**src/design/dit_pkg.sv**
```systemverilog
`timescale 1ns / 1ps
// ----------------------------------------------------------------------------
// dit_pkg: shared types and constants for the directional index tracker
// Widths, fixed-point formats, sequencer states and the command and status
// records exchanged with the shared step unit.
// ----------------------------------------------------------------------------
package dit_pkg;

  // Price and average formats
  localparam int PRICE_BITS = 24;
  localparam int FRAC_BITS  = 16;
  localparam int AVG_BITS   = PRICE_BITS + FRAC_BITS;

  // Smoothing weight, unsigned Q1.16 so 1.0 fits
  localparam int ALPHA_FRAC = 16;
  localparam int ALPHA_BITS = ALPHA_FRAC + 1;

  // Indicator formats: DI in Q7.8, DX and index average in Q7.16
  localparam int OUT_BITS   = 15;
  localparam int DI_BITS    = 15;
  localparam int SUM_BITS   = DI_BITS + 1;
  localparam int INDEX_FRAC = 16;
  localparam int DX_BITS    = 23;

  // Blend datapath holds whichever of the averages is wider
  localparam int BLEND_BITS = (AVG_BITS > DX_BITS) ? AVG_BITS : DX_BITS;
  localparam int ACC_BITS   = BLEND_BITS + ALPHA_FRAC + 3;

  // Dividends: avg * 25600 and diff * 100 * 2^16
  localparam int DI_DVD_BITS = AVG_BITS + DI_BITS;
  localparam int HUND_BITS   = DI_BITS + 7;
  localparam int DX_DVD_BITS = HUND_BITS + INDEX_FRAC;

  // Step unit shift register and step counter
  localparam int SEL_BITS = (DX_BITS > ALPHA_BITS) ? DX_BITS : ALPHA_BITS;
  localparam int CNT_BITS = 5;

  localparam logic [CNT_BITS-1:0] BLEND_STEPS = CNT_BITS'(ALPHA_BITS);
  localparam logic [CNT_BITS-1:0] DI_STEPS    = CNT_BITS'(DI_BITS);
  localparam logic [CNT_BITS-1:0] DX_STEPS    = CNT_BITS'(DX_BITS);

  localparam logic [ALPHA_BITS-1:0] ALPHA_ONE   = ALPHA_BITS'(65536);
  localparam logic [ALPHA_BITS-1:0] ALPHA_RESET = ALPHA_BITS'(8738);
  localparam logic [DI_BITS-1:0]    DI_FULL     = DI_BITS'(25600);

  // Configuration port
  localparam int CFG_ADDR_BITS = 3;
  localparam int CFG_IDX_BITS  = CFG_ADDR_BITS - 2;
  localparam logic [CFG_IDX_BITS-1:0] REG_SMOOTHING_ALPHA = '0;

  typedef enum logic [3:0] {
    S_IDLE,
    S_BLEND_P,
    S_BLEND_M,
    S_BLEND_R,
    S_CHECK,
    S_DIV_P,
    S_DIV_M,
    S_DIV_X,
    S_BLEND_X,
    S_OUT
  } seq_state_t;

  typedef enum logic {
    OP_MUL,
    OP_DIV
  } unit_op_t;

  typedef struct packed {
    logic                start;
    unit_op_t            op;
    logic [ACC_BITS-1:0] acc_init;
    logic [ACC_BITS-1:0] opd_init;
    logic [SEL_BITS-1:0] sel_init;
    logic [CNT_BITS-1:0] steps;
  } unit_cmd_t;

  typedef struct packed {
    logic                busy;
    logic                done;
    logic [ACC_BITS-1:0] acc;
    logic [SEL_BITS-1:0] sel;
  } unit_stat_t;

endpackage

```
**src/design/dit_step_unit.sv**
```systemverilog
`timescale 1ns / 1ps
// ----------------------------------------------------------------------------
// dit_step_unit: shared shift-add multiplier and restoring divider
// One wide adder serves both operations, one multiplier or quotient bit
// per cycle. Multiply: acc += sel[0] ? opd : 0, opd <<= 1, sel >>= 1.
// Divide: remainder in acc, dividend low bits shift out of sel MSB and
// quotient bits shift in at sel LSB.
// ----------------------------------------------------------------------------
module dit_step_unit (
  input  logic                clk,
  input  logic                rst_n,
  input  dit_pkg::unit_cmd_t  cmd,
  output dit_pkg::unit_stat_t stat
);
  import dit_pkg::*;

  logic                busy_r, busy_nxt;
  logic                done_r, done_nxt;
  unit_op_t            op_r, op_nxt;
  logic [CNT_BITS-1:0] cnt_r, cnt_nxt;
  logic [ACC_BITS-1:0] acc_r, acc_nxt;
  logic [ACC_BITS-1:0] opd_r, opd_nxt;
  logic [SEL_BITS-1:0] sel_r, sel_nxt;

  logic [ACC_BITS-1:0] div_t;
  logic [ACC_BITS-1:0] add_a, add_b, add_sum;
  logic                add_cin;

  // Shared adder operand select
  always_comb begin
    div_t = {acc_r[ACC_BITS-2:0], sel_r[SEL_BITS-1]};
    if (op_r == OP_MUL) begin
      add_a   = acc_r;
      add_b   = sel_r[0] ? opd_r : '0;
      add_cin = 1'b0;
    end else begin
      add_a   = div_t;
      add_b   = ~opd_r;
      add_cin = 1'b1;
    end
    add_sum = add_a + add_b + ACC_BITS'(add_cin);
  end

  // Step control
  always_comb begin
    busy_nxt = busy_r;
    done_nxt = 1'b0;
    op_nxt   = op_r;
    cnt_nxt  = cnt_r;
    acc_nxt  = acc_r;
    opd_nxt  = opd_r;
    sel_nxt  = sel_r;
    if (busy_r) begin
      cnt_nxt = cnt_r - CNT_BITS'(1);
      if (cnt_r == CNT_BITS'(1)) begin
        busy_nxt = 1'b0;
        done_nxt = 1'b1;
      end
      if (op_r == OP_MUL) begin
        acc_nxt = add_sum;
        opd_nxt = opd_r << 1;
        sel_nxt = sel_r >> 1;
      end else if (!add_sum[ACC_BITS-1]) begin
        acc_nxt = add_sum;
        sel_nxt = {sel_r[SEL_BITS-2:0], 1'b1};
      end else begin
        acc_nxt = div_t;
        sel_nxt = {sel_r[SEL_BITS-2:0], 1'b0};
      end
    end else if (cmd.start) begin
      busy_nxt = 1'b1;
      op_nxt   = cmd.op;
      cnt_nxt  = cmd.steps;
      acc_nxt  = cmd.acc_init;
      opd_nxt  = cmd.opd_init;
      sel_nxt  = cmd.sel_init;
    end
  end

  // Control registers
  always_ff @(posedge clk) begin
    if (!rst_n) begin
      busy_r <= 1'b0;
      done_r <= 1'b0;
    end else begin
      busy_r <= busy_nxt;
      done_r <= done_nxt;
    end
  end

  // Datapath registers
  always_ff @(posedge clk) begin
    op_r  <= op_nxt;
    cnt_r <= cnt_nxt;
    acc_r <= acc_nxt;
    opd_r <= opd_nxt;
    sel_r <= sel_nxt;
  end

  assign stat.busy = busy_r;
  assign stat.done = done_r;
  assign stat.acc  = acc_r;
  assign stat.sel  = sel_r;

endmodule

```
**src/design/directional_index_tracker_core.sv**
```systemverilog
`timescale 1ns / 1ps
// ----------------------------------------------------------------------------
// directional_index_tracker_core: ADX with exponential smoothing
// Takes one high/low/close bar per beat and returns DI+, DI- and the
// smoothed directional index in Q7.8 with a valid flag.
// ----------------------------------------------------------------------------
// Sequencing: the first bar after reset is stored and answered without any
// step unit work. Every later bar passes, from acceptance to the result
// register, through up to four 17-step blends, two 15-step DI divisions and
// one 23-step DX division, all run one bit per cycle on the single shared
// adder of dit_step_unit, plus sequencing states. A seeding bar, a saturated
// DI or a zero range skips the steps concerned. in_stall stays high from
// acceptance until the result is loaded into the output register.
// ----------------------------------------------------------------------------
module directional_index_tracker_core (
  input  logic                              clk,
  input  logic                              rst_n,
  // bar input
  input  logic                              in_valid,
  output logic                              in_stall,
  input  logic [dit_pkg::PRICE_BITS-1:0]    in_high_price,
  input  logic [dit_pkg::PRICE_BITS-1:0]    in_low_price,
  input  logic [dit_pkg::PRICE_BITS-1:0]    in_close_price,
  // result output
  output logic                              out_valid,
  input  logic                              out_stall,
  output logic [dit_pkg::OUT_BITS-1:0]      out_adx_value,
  output logic [dit_pkg::OUT_BITS-1:0]      out_di_plus,
  output logic [dit_pkg::OUT_BITS-1:0]      out_di_minus,
  output logic                              out_result_valid,
  // configuration
  input  logic                              psel,
  input  logic                              penable,
  input  logic                              pwrite,
  input  logic [dit_pkg::CFG_ADDR_BITS-1:0] paddr,
  input  logic [31:0]                       pwdata,
  output logic [31:0]                       prdata,
  output logic                              pready
);
  import dit_pkg::*;

  // --------------------------------------------------------------------------
  // Configuration register
  // --------------------------------------------------------------------------
  logic [ALPHA_BITS-1:0]   alpha_r;
  logic [CFG_IDX_BITS-1:0] cfg_idx;
  logic                    cfg_wr;

  assign pready  = 1'b1;
  assign cfg_idx = paddr[CFG_ADDR_BITS-1:2];
  assign cfg_wr  = psel && penable && pwrite && pready;
  assign prdata  = (cfg_idx == REG_SMOOTHING_ALPHA) ? 32'(alpha_r) : '0;

  always_ff @(posedge clk) begin
    if (!rst_n) begin
      alpha_r <= ALPHA_RESET;
    end else if (cfg_wr && cfg_idx == REG_SMOOTHING_ALPHA) begin
      alpha_r <= pwdata[ALPHA_BITS-1:0];
    end
  end

  // --------------------------------------------------------------------------
  // State
  // --------------------------------------------------------------------------
  seq_state_t             state_r, state_nxt;
  logic                   issued_r, issued_nxt;
  logic                   have_last_r, have_last_nxt;
  logic                   avg_seeded_r, avg_seeded_nxt;
  logic                   idx_seeded_r, idx_seeded_nxt;
  logic                   res_valid_r, res_valid_nxt;
  logic                   out_valid_r, out_valid_nxt;

  logic [PRICE_BITS-1:0]  last_high_r, last_high_nxt;
  logic [PRICE_BITS-1:0]  last_low_r, last_low_nxt;
  logic [PRICE_BITS-1:0]  last_close_r, last_close_nxt;
  logic [PRICE_BITS-1:0]  dmp_r, dmp_nxt;
  logic [PRICE_BITS-1:0]  dmm_r, dmm_nxt;
  logic [PRICE_BITS-1:0]  tr_r, tr_nxt;
  logic [AVG_BITS-1:0]    pm_r, pm_nxt;
  logic [AVG_BITS-1:0]    mm_r, mm_nxt;
  logic [AVG_BITS-1:0]    ra_r, ra_nxt;
  logic [DI_BITS-1:0]     dip_r, dip_nxt;
  logic [DI_BITS-1:0]     dim_r, dim_nxt;
  logic [DX_BITS-1:0]     dx_r, dx_nxt;
  logic [DX_BITS-1:0]     idx_r, idx_nxt;
  logic [OUT_BITS-1:0]    adx_out_r, adx_out_nxt;
  logic [OUT_BITS-1:0]    dip_out_r, dip_out_nxt;
  logic [OUT_BITS-1:0]    dim_out_r, dim_out_nxt;
  logic                   vld_out_r, vld_out_nxt;

  logic                   in_acc;
  logic                   out_free;

  unit_cmd_t              cmd;
  unit_stat_t             stat;

  assign in_stall = (state_r != S_IDLE);
  assign in_acc   = in_valid && !in_stall;
  assign out_free = !out_valid_r || !out_stall;

  // --------------------------------------------------------------------------
  // Bar front end: directional moves and true range
  // --------------------------------------------------------------------------
  logic signed [PRICE_BITS:0] up_s, down_s, t1_s, t2_s, t3_s, a2_s, a3_s, tr_s;
  logic [PRICE_BITS-1:0]      dmp_c, dmm_c;

  always_comb begin
    up_s   = $signed({1'b0, in_high_price}) - $signed({1'b0, last_high_r});
    down_s = $signed({1'b0, last_low_r}) - $signed({1'b0, in_low_price});
    dmp_c  = (up_s > down_s && up_s > 0) ? up_s[PRICE_BITS-1:0] : '0;
    dmm_c  = (down_s > up_s && down_s > 0) ? down_s[PRICE_BITS-1:0] : '0;

    t1_s = $signed({1'b0, in_high_price}) - $signed({1'b0, in_low_price});
    t2_s = $signed({1'b0, in_high_price}) - $signed({1'b0, last_close_r});
    t3_s = $signed({1'b0, in_low_price}) - $signed({1'b0, last_close_r});
    a2_s = t2_s[PRICE_BITS] ? -t2_s : t2_s;
    a3_s = t3_s[PRICE_BITS] ? -t3_s : t3_s;
    tr_s = t1_s;
    if (a2_s > tr_s) begin
      tr_s = a2_s;
    end
    if (a3_s > tr_s) begin
      tr_s = a3_s;
    end
  end

  // --------------------------------------------------------------------------
  // Step unit operand preparation
  // --------------------------------------------------------------------------
  logic [ALPHA_BITS-1:0]        alpha_eff;
  logic [BLEND_BITS-1:0]        b_old, b_val;
  logic signed [BLEND_BITS:0]   b_diff;
  logic [ACC_BITS-1:0]          blend_acc, blend_opd;
  logic [AVG_BITS-1:0]          di_num;
  logic [DI_DVD_BITS-1:0]       di_dvd;
  logic [SUM_BITS-1:0]          di_sum;
  logic [DI_BITS-1:0]           di_diff;
  logic [HUND_BITS-1:0]         diff_hund;
  logic [DX_DVD_BITS-1:0]       dx_dvd;
  logic [DX_BITS+8-1:0]         adx_round;

  always_comb begin
    alpha_eff = (alpha_r > ALPHA_ONE) ? ALPHA_ONE : alpha_r;

    // blend old value toward new raw value
    case (state_r)
      S_BLEND_P: begin
        b_old = BLEND_BITS'(pm_r);
        b_val = BLEND_BITS'({dmp_r, {FRAC_BITS{1'b0}}});
      end
      S_BLEND_M: begin
        b_old = BLEND_BITS'(mm_r);
        b_val = BLEND_BITS'({dmm_r, {FRAC_BITS{1'b0}}});
      end
      S_BLEND_R: begin
        b_old = BLEND_BITS'(ra_r);
        b_val = BLEND_BITS'({tr_r, {FRAC_BITS{1'b0}}});
      end
      default: begin
        b_old = BLEND_BITS'(idx_r);
        b_val = BLEND_BITS'(dx_r);
      end
    endcase
    b_diff    = $signed({1'b0, b_val}) - $signed({1'b0, b_old});
    blend_acc = ACC_BITS'({b_old, {ALPHA_FRAC{1'b0}}}) + (ACC_BITS'(1) << (ALPHA_FRAC - 1));
    blend_opd = {{(ACC_BITS-BLEND_BITS-1){b_diff[BLEND_BITS]}}, b_diff};

    // DI dividend: avg * 25600 = avg * (2^14 + 2^13 + 2^10)
    di_num = (state_r == S_DIV_M) ? mm_r : pm_r;
    di_dvd = (DI_DVD_BITS'(di_num) << 14) + (DI_DVD_BITS'(di_num) << 13)
           + (DI_DVD_BITS'(di_num) << 10);

    // DX dividend: |DI+ - DI-| * 100 * 2^16
    di_sum    = SUM_BITS'(dip_r) + SUM_BITS'(dim_r);
    di_diff   = (dip_r > dim_r) ? (dip_r - dim_r) : (dim_r - dip_r);
    diff_hund = (HUND_BITS'(di_diff) << 6) + (HUND_BITS'(di_diff) << 5)
              + (HUND_BITS'(di_diff) << 2);
    dx_dvd    = {diff_hund, {INDEX_FRAC{1'b0}}};

    // Q7.16 to Q7.8 with round half up
    adx_round = (DX_BITS+8)'(idx_r) + (DX_BITS+8)'(1 << (INDEX_FRAC - 9));
  end

  // Command record for the step unit
  always_comb begin
    cmd.start = 1'b0;
    case (state_r)
      S_DIV_P, S_DIV_M: begin
        cmd.op       = OP_DIV;
        cmd.acc_init = ACC_BITS'(di_dvd >> DI_BITS);
        cmd.opd_init = ACC_BITS'(ra_r);
        cmd.sel_init = {di_dvd[DI_BITS-1:0], {(SEL_BITS-DI_BITS){1'b0}}};
        cmd.steps    = DI_STEPS;
      end
      S_DIV_X: begin
        cmd.op       = OP_DIV;
        cmd.acc_init = ACC_BITS'(dx_dvd >> DX_BITS);
        cmd.opd_init = ACC_BITS'(di_sum);
        cmd.sel_init = SEL_BITS'(dx_dvd[DX_BITS-1:0]);
        cmd.steps    = DX_STEPS;
      end
      default: begin
        cmd.op       = OP_MUL;
        cmd.acc_init = blend_acc;
        cmd.opd_init = blend_opd;
        cmd.sel_init = SEL_BITS'(alpha_eff);
        cmd.steps    = BLEND_STEPS;
      end
    endcase
    // launch once per operation state
    case (state_r)
      S_BLEND_P, S_BLEND_M, S_BLEND_R: cmd.start = !issued_r;
      S_DIV_P:   cmd.start = !issued_r && (pm_r < ra_r);
      S_DIV_M:   cmd.start = !issued_r && (mm_r < ra_r);
      S_DIV_X:   cmd.start = !issued_r && (di_sum != '0);
      S_BLEND_X: cmd.start = !issued_r && idx_seeded_r;
      default:   cmd.start = 1'b0;
    endcase
  end

  dit_step_unit u_step (
    .clk  (clk),
    .rst_n(rst_n),
    .cmd  (cmd),
    .stat (stat)
  );

  // --------------------------------------------------------------------------
  // Sequencer
  // --------------------------------------------------------------------------
  always_comb begin
    state_nxt      = state_r;
    issued_nxt     = issued_r;
    have_last_nxt  = have_last_r;
    avg_seeded_nxt = avg_seeded_r;
    idx_seeded_nxt = idx_seeded_r;
    res_valid_nxt  = res_valid_r;
    last_high_nxt  = last_high_r;
    last_low_nxt   = last_low_r;
    last_close_nxt = last_close_r;
    dmp_nxt        = dmp_r;
    dmm_nxt        = dmm_r;
    tr_nxt         = tr_r;
    pm_nxt         = pm_r;
    mm_nxt         = mm_r;
    ra_nxt         = ra_r;
    dip_nxt        = dip_r;
    dim_nxt        = dim_r;
    dx_nxt         = dx_r;
    idx_nxt        = idx_r;
    out_valid_nxt  = out_valid_r && out_stall;
    adx_out_nxt    = adx_out_r;
    dip_out_nxt    = dip_out_r;
    dim_out_nxt    = dim_out_r;
    vld_out_nxt    = vld_out_r;
    if (cmd.start) begin
      issued_nxt = 1'b1;
    end

    case (state_r)
      S_IDLE: begin
        if (in_acc) begin
          last_high_nxt  = in_high_price;
          last_low_nxt   = in_low_price;
          last_close_nxt = in_close_price;
          if (!have_last_r) begin
            have_last_nxt = 1'b1;
            res_valid_nxt = 1'b0;
            state_nxt     = S_OUT;
          end else begin
            dmp_nxt = dmp_c;
            dmm_nxt = dmm_c;
            tr_nxt  = tr_s[PRICE_BITS-1:0];
            if (avg_seeded_r) begin
              state_nxt = S_BLEND_P;
            end else begin
              // first averaged bar seeds the averages
              pm_nxt         = {dmp_c, {FRAC_BITS{1'b0}}};
              mm_nxt         = {dmm_c, {FRAC_BITS{1'b0}}};
              ra_nxt         = {tr_s[PRICE_BITS-1:0], {FRAC_BITS{1'b0}}};
              avg_seeded_nxt = 1'b1;
              state_nxt      = S_CHECK;
            end
          end
        end
      end
      S_BLEND_P: begin
        if (stat.done) begin
          pm_nxt     = stat.acc[ALPHA_FRAC +: AVG_BITS];
          issued_nxt = 1'b0;
          state_nxt  = S_BLEND_M;
        end
      end
      S_BLEND_M: begin
        if (stat.done) begin
          mm_nxt     = stat.acc[ALPHA_FRAC +: AVG_BITS];
          issued_nxt = 1'b0;
          state_nxt  = S_BLEND_R;
        end
      end
      S_BLEND_R: begin
        if (stat.done) begin
          ra_nxt     = stat.acc[ALPHA_FRAC +: AVG_BITS];
          issued_nxt = 1'b0;
          state_nxt  = S_CHECK;
        end
      end
      S_CHECK: begin
        // zero range: invalid result, index average untouched
        if (ra_r == '0) begin
          res_valid_nxt = 1'b0;
          state_nxt     = S_OUT;
        end else begin
          state_nxt = S_DIV_P;
        end
      end
      S_DIV_P: begin
        if (pm_r >= ra_r) begin
          dip_nxt   = DI_FULL;
          state_nxt = S_DIV_M;
        end else if (stat.done) begin
          dip_nxt    = stat.sel[DI_BITS-1:0];
          issued_nxt = 1'b0;
          state_nxt  = S_DIV_M;
        end
      end
      S_DIV_M: begin
        if (mm_r >= ra_r) begin
          dim_nxt   = DI_FULL;
          state_nxt = S_DIV_X;
        end else if (stat.done) begin
          dim_nxt    = stat.sel[DI_BITS-1:0];
          issued_nxt = 1'b0;
          state_nxt  = S_DIV_X;
        end
      end
      S_DIV_X: begin
        if (di_sum == '0) begin
          dx_nxt    = '0;
          state_nxt = S_BLEND_X;
        end else if (stat.done) begin
          dx_nxt     = stat.sel[DX_BITS-1:0];
          issued_nxt = 1'b0;
          state_nxt  = S_BLEND_X;
        end
      end
      S_BLEND_X: begin
        if (!idx_seeded_r) begin
          // first DX seeds the index average
          idx_nxt        = dx_r;
          idx_seeded_nxt = 1'b1;
          res_valid_nxt  = 1'b1;
          state_nxt      = S_OUT;
        end else if (stat.done) begin
          idx_nxt       = stat.acc[ALPHA_FRAC +: DX_BITS];
          issued_nxt    = 1'b0;
          res_valid_nxt = 1'b1;
          state_nxt     = S_OUT;
        end
      end
      S_OUT: begin
        if (out_free) begin
          out_valid_nxt = 1'b1;
          vld_out_nxt   = res_valid_r;
          adx_out_nxt   = res_valid_r ? adx_round[8 +: OUT_BITS] : '0;
          dip_out_nxt   = res_valid_r ? OUT_BITS'(dip_r) : '0;
          dim_out_nxt   = res_valid_r ? OUT_BITS'(dim_r) : '0;
          state_nxt     = S_IDLE;
        end
      end
      default: begin
        state_nxt = S_IDLE;
      end
    endcase
  end

  // Control registers
  always_ff @(posedge clk) begin
    if (!rst_n) begin
      state_r      <= S_IDLE;
      issued_r     <= 1'b0;
      have_last_r  <= 1'b0;
      avg_seeded_r <= 1'b0;
      idx_seeded_r <= 1'b0;
      res_valid_r  <= 1'b0;
      out_valid_r  <= 1'b0;
    end else begin
      state_r      <= state_nxt;
      issued_r     <= issued_nxt;
      have_last_r  <= have_last_nxt;
      avg_seeded_r <= avg_seeded_nxt;
      idx_seeded_r <= idx_seeded_nxt;
      res_valid_r  <= res_valid_nxt;
      out_valid_r  <= out_valid_nxt;
    end
  end

  // Datapath registers
  always_ff @(posedge clk) begin
    last_high_r  <= last_high_nxt;
    last_low_r   <= last_low_nxt;
    last_close_r <= last_close_nxt;
    dmp_r        <= dmp_nxt;
    dmm_r        <= dmm_nxt;
    tr_r         <= tr_nxt;
    pm_r         <= pm_nxt;
    mm_r         <= mm_nxt;
    ra_r         <= ra_nxt;
    dip_r        <= dip_nxt;
    dim_r        <= dim_nxt;
    dx_r         <= dx_nxt;
    idx_r        <= idx_nxt;
    adx_out_r    <= adx_out_nxt;
    dip_out_r    <= dip_out_nxt;
    dim_out_r    <= dim_out_nxt;
    vld_out_r    <= vld_out_nxt;
  end

  assign out_valid        = out_valid_r;
  assign out_adx_value    = adx_out_r;
  assign out_di_plus      = dip_out_r;
  assign out_di_minus     = dim_out_r;
  assign out_result_valid = vld_out_r;

  // --------------------------------------------------------------------------
  // Assertions
  // --------------------------------------------------------------------------
`ifndef SYNTH
  a_start_when_free: assert property (@(posedge clk) disable iff (!rst_n)
    cmd.start |-> !stat.busy)
    else $error("step unit launched while busy");

  a_done_was_issued: assert property (@(posedge clk) disable iff (!rst_n)
    stat.done |-> issued_r)
    else $error("step unit finished an operation that was not launched");

  a_invalid_is_zero: assert property (@(posedge clk) disable iff (!rst_n)
    (out_valid && !out_result_valid) |->
      (out_adx_value == '0 && out_di_plus == '0 && out_di_minus == '0))
    else $error("invalid result beat carries nonzero fields");

  a_di_bounded: assert property (@(posedge clk) disable iff (!rst_n)
    out_valid |-> (out_di_plus <= DI_FULL && out_di_minus <= DI_FULL))
    else $error("DI above full scale");

  a_index_seed_sticky: assert property (@(posedge clk) disable iff (!rst_n)
    $past(rst_n) |-> !$fell(idx_seeded_r))
    else $error("index seed flag cleared outside reset");
`endif

endmodule

```
**config.mk**
```make
export PLATFORM = sky130hd
export DESIGN_NAME = directional_index_tracker_core
export DESIGN_NICKNAME = d
export VERILOG_FILES = /design/src/design/dit_pkg.sv /design/src/design/dit_step_unit.sv /design/src/design/directional_index_tracker_core.sv
export SDC_FILE = /design/constraint.sdc
export NUM_CORES = 2
export LEC_CHECK = 0
export BUFFER_PORTS_ARGS = -buffer_cell sky130_fd_sc_hd__buf_4
export CELL_PAD_IN_SITES_DETAIL_PLACEMENT = 1
export CELL_PAD_IN_SITES_GLOBAL_PLACEMENT = 2
export CORE_MARGIN = 8
export CORE_UTILIZATION = 44
export CTS_CLUSTER_SIZE = 20
export DETAILED_ROUTE_END_ITERATION = 16
export GPL_TIMING_DRIVEN = 0
export PLACE_DENSITY_LB_ADDON = 0.1
export SLEW_MARGIN = 20
export SYNTH_ARGS = -nofsm -noshare
export SYNTH_HDL_FRONTEND = slang
export SYNTH_SLANG_ARGS = --single-unit
```
**constraint.sdc**
```tcl
create_clock -name clk -period 23.4 [get_ports clk]
set_input_delay 2.34 -clock clk [delete_from_list [all_inputs] [get_ports clk]]
set_output_delay 2.34 -clock clk [all_outputs]
set_load 0.05 [all_outputs]
```
Yosys cells after proc, flatten, opt, wreduce, memory -nomap -nowiden
Cells that the tools add are included.
- reductions and logical operators: 46
- add/subtract/negate cells: 20
- multiplexer cells: 84
- bitwise logic cells: 3
- $lt $le $gt $ge: 12
- equality and inequality tests: 25
- operators with widths (operator ; number):
    $mux W59 ; 10
    $mux W40 ; 11
    $pmux W147 S2 ; 1
    $pmux W40 S2 ; 3
    $pmux W40 S3 ; 2
    $mux W23 ; 6
    $sub A24 B24 Y25 ; 5
    $gt A25 B25 Y1 ; 4
    $ge A40 B40 Y1 ; 2
    $lt A40 B40 Y1 ; 2
    $mux W25 ; 3
    $mux W24 ; 3
    $mux W4 ; 15
    $add A59 B1 Y59 ; 1
    $add A59 B59 Y59 ; 1
    $not A59 Y59 ; 1
    $add A56 B16 Y57 const B ; 1
    $add A54 B53 Y55 ; 1
    $add A55 B50 Y55 ; 1
    $gt A25 B1 Y1 const B ; 2
    $neg A25 Y25 ; 2
    $sub A40 B40 Y41 ; 1
    $logic_not A40 Y1 ; 1
    $pmux W4 S10 ; 1
    other kinds (40) ; 110
- word-level logic and storage cells: 222
- output and inout port bits: 81
- bits of input ports: 114
- flip-flop bits (word level): 562

Logic depth before layout (Yosys ltp)
- depth in word-level cells: 11
- depth in mapped cells: 37

Modules after synthesis
Synthesis repeated with hierarchy kept, for this count alone.
- cell total of the unflattened synthesis: 5627
- area total of the unflattened synthesis: 50532.2 um2
- modules (own cells, without submodules) (module ; cells an instance ; seq. area each (um2) ; times used ; area each (um2)):
    directional_index_tracker_core ; 4352 ; 12131.6 ; 1 ; 38635.8
    dit_step_unit ; 1275 ; 4454.3 ; 1 ; 11896.4

Worst setup path after synthesis
OpenSTA, ideal clock, no wires.
- path type: input to register
- start point: input port in_high_price[0] (netlist bit)
- end point: register ra_r[16] (data pin)
- cell stages on the path: 31
- data required time: 23.140 ns
- slack: 13.664 ns
- library setup time: 0.260 ns
- path buffers: 4
- data arrival time: 9.476 ns
- cell sequence: inv_1 ha_1 fa_1 nand2b_1 a211oi_2 nor2b_1 xnor2_1 or4_1 nor3_1 inv_1 o41ai_1 xnor2_1 ha_1 a2111o_1 nor2_1 nand2_1 o31ai_1 buf_2 buf_1 mux2i_1 ha_1 a21o_1 nand2_1 nand3b_1 or3b_2 nand3_1 a31o_2 clkbuf_1 buf_1 o21ai_0 mux2_2
- longest elaborated chain between the ends: 11
- ends and longest elaborated chain (item ; line ; source):
    start, declared ; directional_index_tracker_core.sv:21 ; input logic [dit_pkg::PRICE_BITS-1:0] in_high_price,
    $sub A24 B24 Y25 ; directional_index_tracker_core.sv:114 ; t2_s = $signed({1'b0, in_high_price}) - $signed({1'b0, last_close_r});
    $neg A25 Y25 ; directional_index_tracker_core.sv:116 ; a2_s = t2_s[PRICE_BITS] ? -t2_s : t2_s;
    $mux W25 ; directional_index_tracker_core.sv:116 ;
    $gt A25 B25 Y1 ; directional_index_tracker_core.sv:119 ; if (a2_s > tr_s) begin
    $mux W25 * ; directional_index_tracker_core.sv:119 ;
    $gt A25 B25 Y1 ; directional_index_tracker_core.sv:122 ; if (a3_s > tr_s) begin
    $mux W24 * ; directional_index_tracker_core.sv:122 ;
    net tr_s[0] ; directional_index_tracker_core.sv:104 ; logic signed [PRICE_BITS:0] up_s, down_s, t1_s, t2_s, t3_s, a2_s, a3_s, tr_s;
    $mux W40 * ; directional_index_tracker_core.sv:274 ; if (avg_seeded_r) begin
    $mux W40 * ; directional_index_tracker_core.sv:266 ; if (!have_last_r) begin
    $mux W40 * ; directional_index_tracker_core.sv:262 ; if (in_acc) begin
    $pmux W40 S2 * ; directional_index_tracker_core.sv:260 ; case (state_r)
    net ra_nxt[16] ; directional_index_tracker_core.sv:81 ; logic [AVG_BITS-1:0] ra_r, ra_nxt;
    end signal, assigned ; directional_index_tracker_core.sv:408 ; ra_r <= ra_nxt;
    end, declared ; directional_index_tracker_core.sv:81 ;
Mark *: on every way through the listed nets, which the timed path passes. The rest lies on a longest branch. The select of a mux whose other input is x is not followed.
A chain may end at the register's enable or synchronous reset.

Worst setup path after layout
- start point: input port in_high_price[0] (netlist bit)
- end point: register ra_r[37] (data pin)
The elaborated chain is that of the path after synthesis.

==> results_dict.tcl <==
set metrics [dict create \
    hp-class "register to register" \
    synth-simple-area-share_pct 16.6 \
    cts_resized 0 \
    p_int_mw 4.79 \
    syn_inst 5517 \
    place_hpwl_um 180000 \
    antenna_found_initial 7 \
    comb_power_share_pct 67.7 \
    port_buffers 161 \
    power_mw 10.1 \
    hold_viol 0 \
    synth_compound_area_share_pct 20.4 \
    n_fill_cell 13083 \
    synth_top_area_share_pct 32.0 \
    seqPwrFrac_pct 20.4 \
    crit_top_cell "o21ai_0" \
    routedWlPerCell_um 29.6 \
    gp_congestion 1.04 \
    num_rows 123 \
    drtIter0Drc 4895 \
    wl_um 218000 \
    cp.arrival_ps 13510 \
    nets 6452 \
    critical-path-max-stage-delay_ps 720 \
    grt_pass1_vias 46258 \
    synth.distinct_cells 99 \
    ys_seq_elements 561 \
    syn_to_final_growth_pct 12.4 \
    clock_path_buffers 3 \
    cts-root-buf "clkbuf_16" \
    fp.dieH_um 353 \
    synth_top_cell_by_area "edfxtp_1" \
    swShare_pct 52.5 \
    worst_setup_path_end_kind "register" \
    setup-violations-final 0 \
    ys_seq_area_share_pct 33.2 \
    viasPerCell 6.29 \
    switching_power_mw 5.29 \
    ys.flop_type "edfxtp_1" \
    syn_area_per_cell_um2 9.04 \
    finClkSkew_ps 24.8 \
    required_ps 23940 \
    grt-ovfl-total 0 \
    synthAdderAreaFrac_pct 14.6 \
    tns_ps 0 \
    drc 0 \
    clk_pin_slew_worst_paths_ps 60 \
    multi_input_area_um2 31200 \
    finalCritPeriodShare_pct 55.4 \
    cp_max_fo 10 \
    dr_total_vias 46273 \
    layout_commonest_cell "nand2_1" \
    synth_area_um2 49900 \
    synth_xor_area_share_pct 5.27 \
    drive_gt1_share_pct 9.07 \
    htreeDepth 3 \
    dieWidth_um 353 \
    grt_max_degree 55 \
    crit_slowest_cell "buf_1" \
    rsz0062_at_grt "no" \
    path_class "primary input to register" \
    synthMuxAreaShare_pct 5.38 \
    grt.total_usage_pct 33.7 \
    ys_warn_count 0 \
    post_cts_buffers 0 \
    critPathBufInv 7 \
    layout.area.seq_um2 16600 \
    drv_slew 0 \
    peakVddDrop_mv 0.131 \
    p_clk_share_pct 12.0 \
    start_util_pct 44.3 \
    dr.pass1.iters 8 \
    cts_buffers 75 \
    startpoint_type "primary input" \
    synth_top_family_by_area "compound AO/OA/AOI/OAI gates" \
    cts.sinks 561 \
    cts_tree "done" \
    io_pins 195 \
    status "complete, no violations" \
    ys_async_sr_fraction_pct 0 \
    leakage_nw 23.2 \
    die-area_um2 124000 \
    ant_nets 0 \
    layout_common_cells "nand2_1 (589), edfxtp_1 (532), ha_1 (484), a21oi_1 (409), nor2_1 (398)" \
    fmax_ghz 0.0771 \
    fin_crit_ps 12960 \
    synth_edf_count 532 \
    tightest_slew_ps 1370 \
    slew-limit-headroom_pct 8.98 \
    synth_area_leaders "edfxtp_1 (32%), ha_1 (12%), nand2_1 (4.4%)" \
    rrSetupSlack_ps 11840 \
    pwr_density_cell_nw_per_um2 180 \
    core_area_um2 112000 \
    clk_latency_ps 690 \
    drv_cap 0 \
    hold_buffers 0 \
    grt_pass1_wl_um 317000 \
    crit_family "compound AO/OA/AOI/OAI gates" \
]
-- cell usage after synthesis (15+ instances only) --
master	number
nand4_1	61
or2_2	16
o21a_1	57
ha_1	484
o22ai_1	24
and4_1	15
mux2_2	115
a221oi_1	28
o21ai_0	307
nor3_1	83
o31ai_1	85
a211oi_1	38
mux2i_1	137
buf_1	27
or3_1	37
edfxtp_1	532
and2_1	127
a21o_1	198
fa_1	60
nand3_1	107
a31oi_1	46
nor2b_1	86
xnor2_1	183
xor2_1	117
inv_1	315
nand2b_1	49
nand2_1	589
a211o_1	19
and3_1	87
o21bai_1	39
nor2_1	399
a21oi_1	413
nor4_1	29
clkbuf_1	211
dfxtp_1	29
o221ai_1	54
buf_4	17
o211ai_1	33
-- power by group through the flow --
stage	clock network, mW	logic [mW]	registers [mW]
2_1_floorplan	0	4.42	1.87
3_3_place_gp	0	6.46	2.09
3_5_place_dp	0	6.64	2.05
4_1_cts	1.22	6.70	2.04
5_1_grt	1.25	7.32	2.05
6_report	1.21	6.82	2.05
-- flip-flops by register name (all words and copies together), names as in the netlist, 17 cells and up --
| register | cells |
|---|---|
| dmp_r | 24 |
| dx_r | 23 |
| last_close_r | 24 |
| last_high_r | 24 |
| idx_r | 23 |
| alpha_r | 17 |
| dmm_r | 24 |
| pm_r | 40 |
| mm_r | 40 |
| last_low_r | 24 |
| u_step.sel_r | 23 |
| u_step.acc_r | 58 |
| tr_r | 24 |
| ra_r | 40 |
| u_step.opd_r | 59 |
-- worst min-delay path, delay by kind of cell, from the launching register on --
kind            cells  cell delay (ps)
flops               1              320
simple gates        1               60
compound gates      1               50
-- cell type report --
type | instances | area share (%)
Inverter | 316 | 2.12
Sequential cell | 561 | 29.5
Clock buffer | 98 | 3.76
Tap cell | 1500 | 3.35
Clock inverter | 39 | 0.696
Buffer | 271 | 2.00
Antenna cell | 4 | 0.0179
Timing Repair Buffer | 186 | 2.89
Multi-Input combinational cell | 4383 | 55.6
-- final timing paths --
path / start / endpoint / cells after the start
max: in_high_price[0] / ra_r[37] / 35
min reg2reg: alpha_r[15] / alpha_r[15] / 2
min: alpha_r[15] / alpha_r[15] / 2
max reg2reg: last_close_r[0] / ra_r[37] / 33
-- kinds of logic after synthesis --
group | Yosys count
and+or+nand+nor | 1733
AOI/OAI and AO/OA | 1537
buffers and inverters | 587
DFF | 561
adders and majority gates | 544
xor gates and xnor gates | 300
muxes | 253
other | 2
-- metal layers --
metal	vias to the layer above	global-route usage [%]	part of all wire [%]
met3	490	5.64	7.2
met1	22987	43.8	42
met4	8	17.4	6.2
met5	-	0	0.022
li1	20817	-	-
met2	1971	53.9	45
-- through the flow --
step | utilization (%) | instance area (um2) | hold slack, ps | std cells | worst slack (ps)
2_1_floorplan | - | 49900 | 406 | 5531 | 13660
3_3_place_gp | 47.1 | 53000 | 466 | 7192 | 10210
3_5_place_dp | 47.6 | 53500 | 472 | 7217 | 10100
4_1_cts | 49.8 | 56000 | 481 | 7354 | 10720
5_1_grt | 49.8 | 56000 | 504 | 7354 | 9890
6_report | 49.8 | 56100 | 479 | 7358 | 10440
Power figures use the tool's default switching activity.
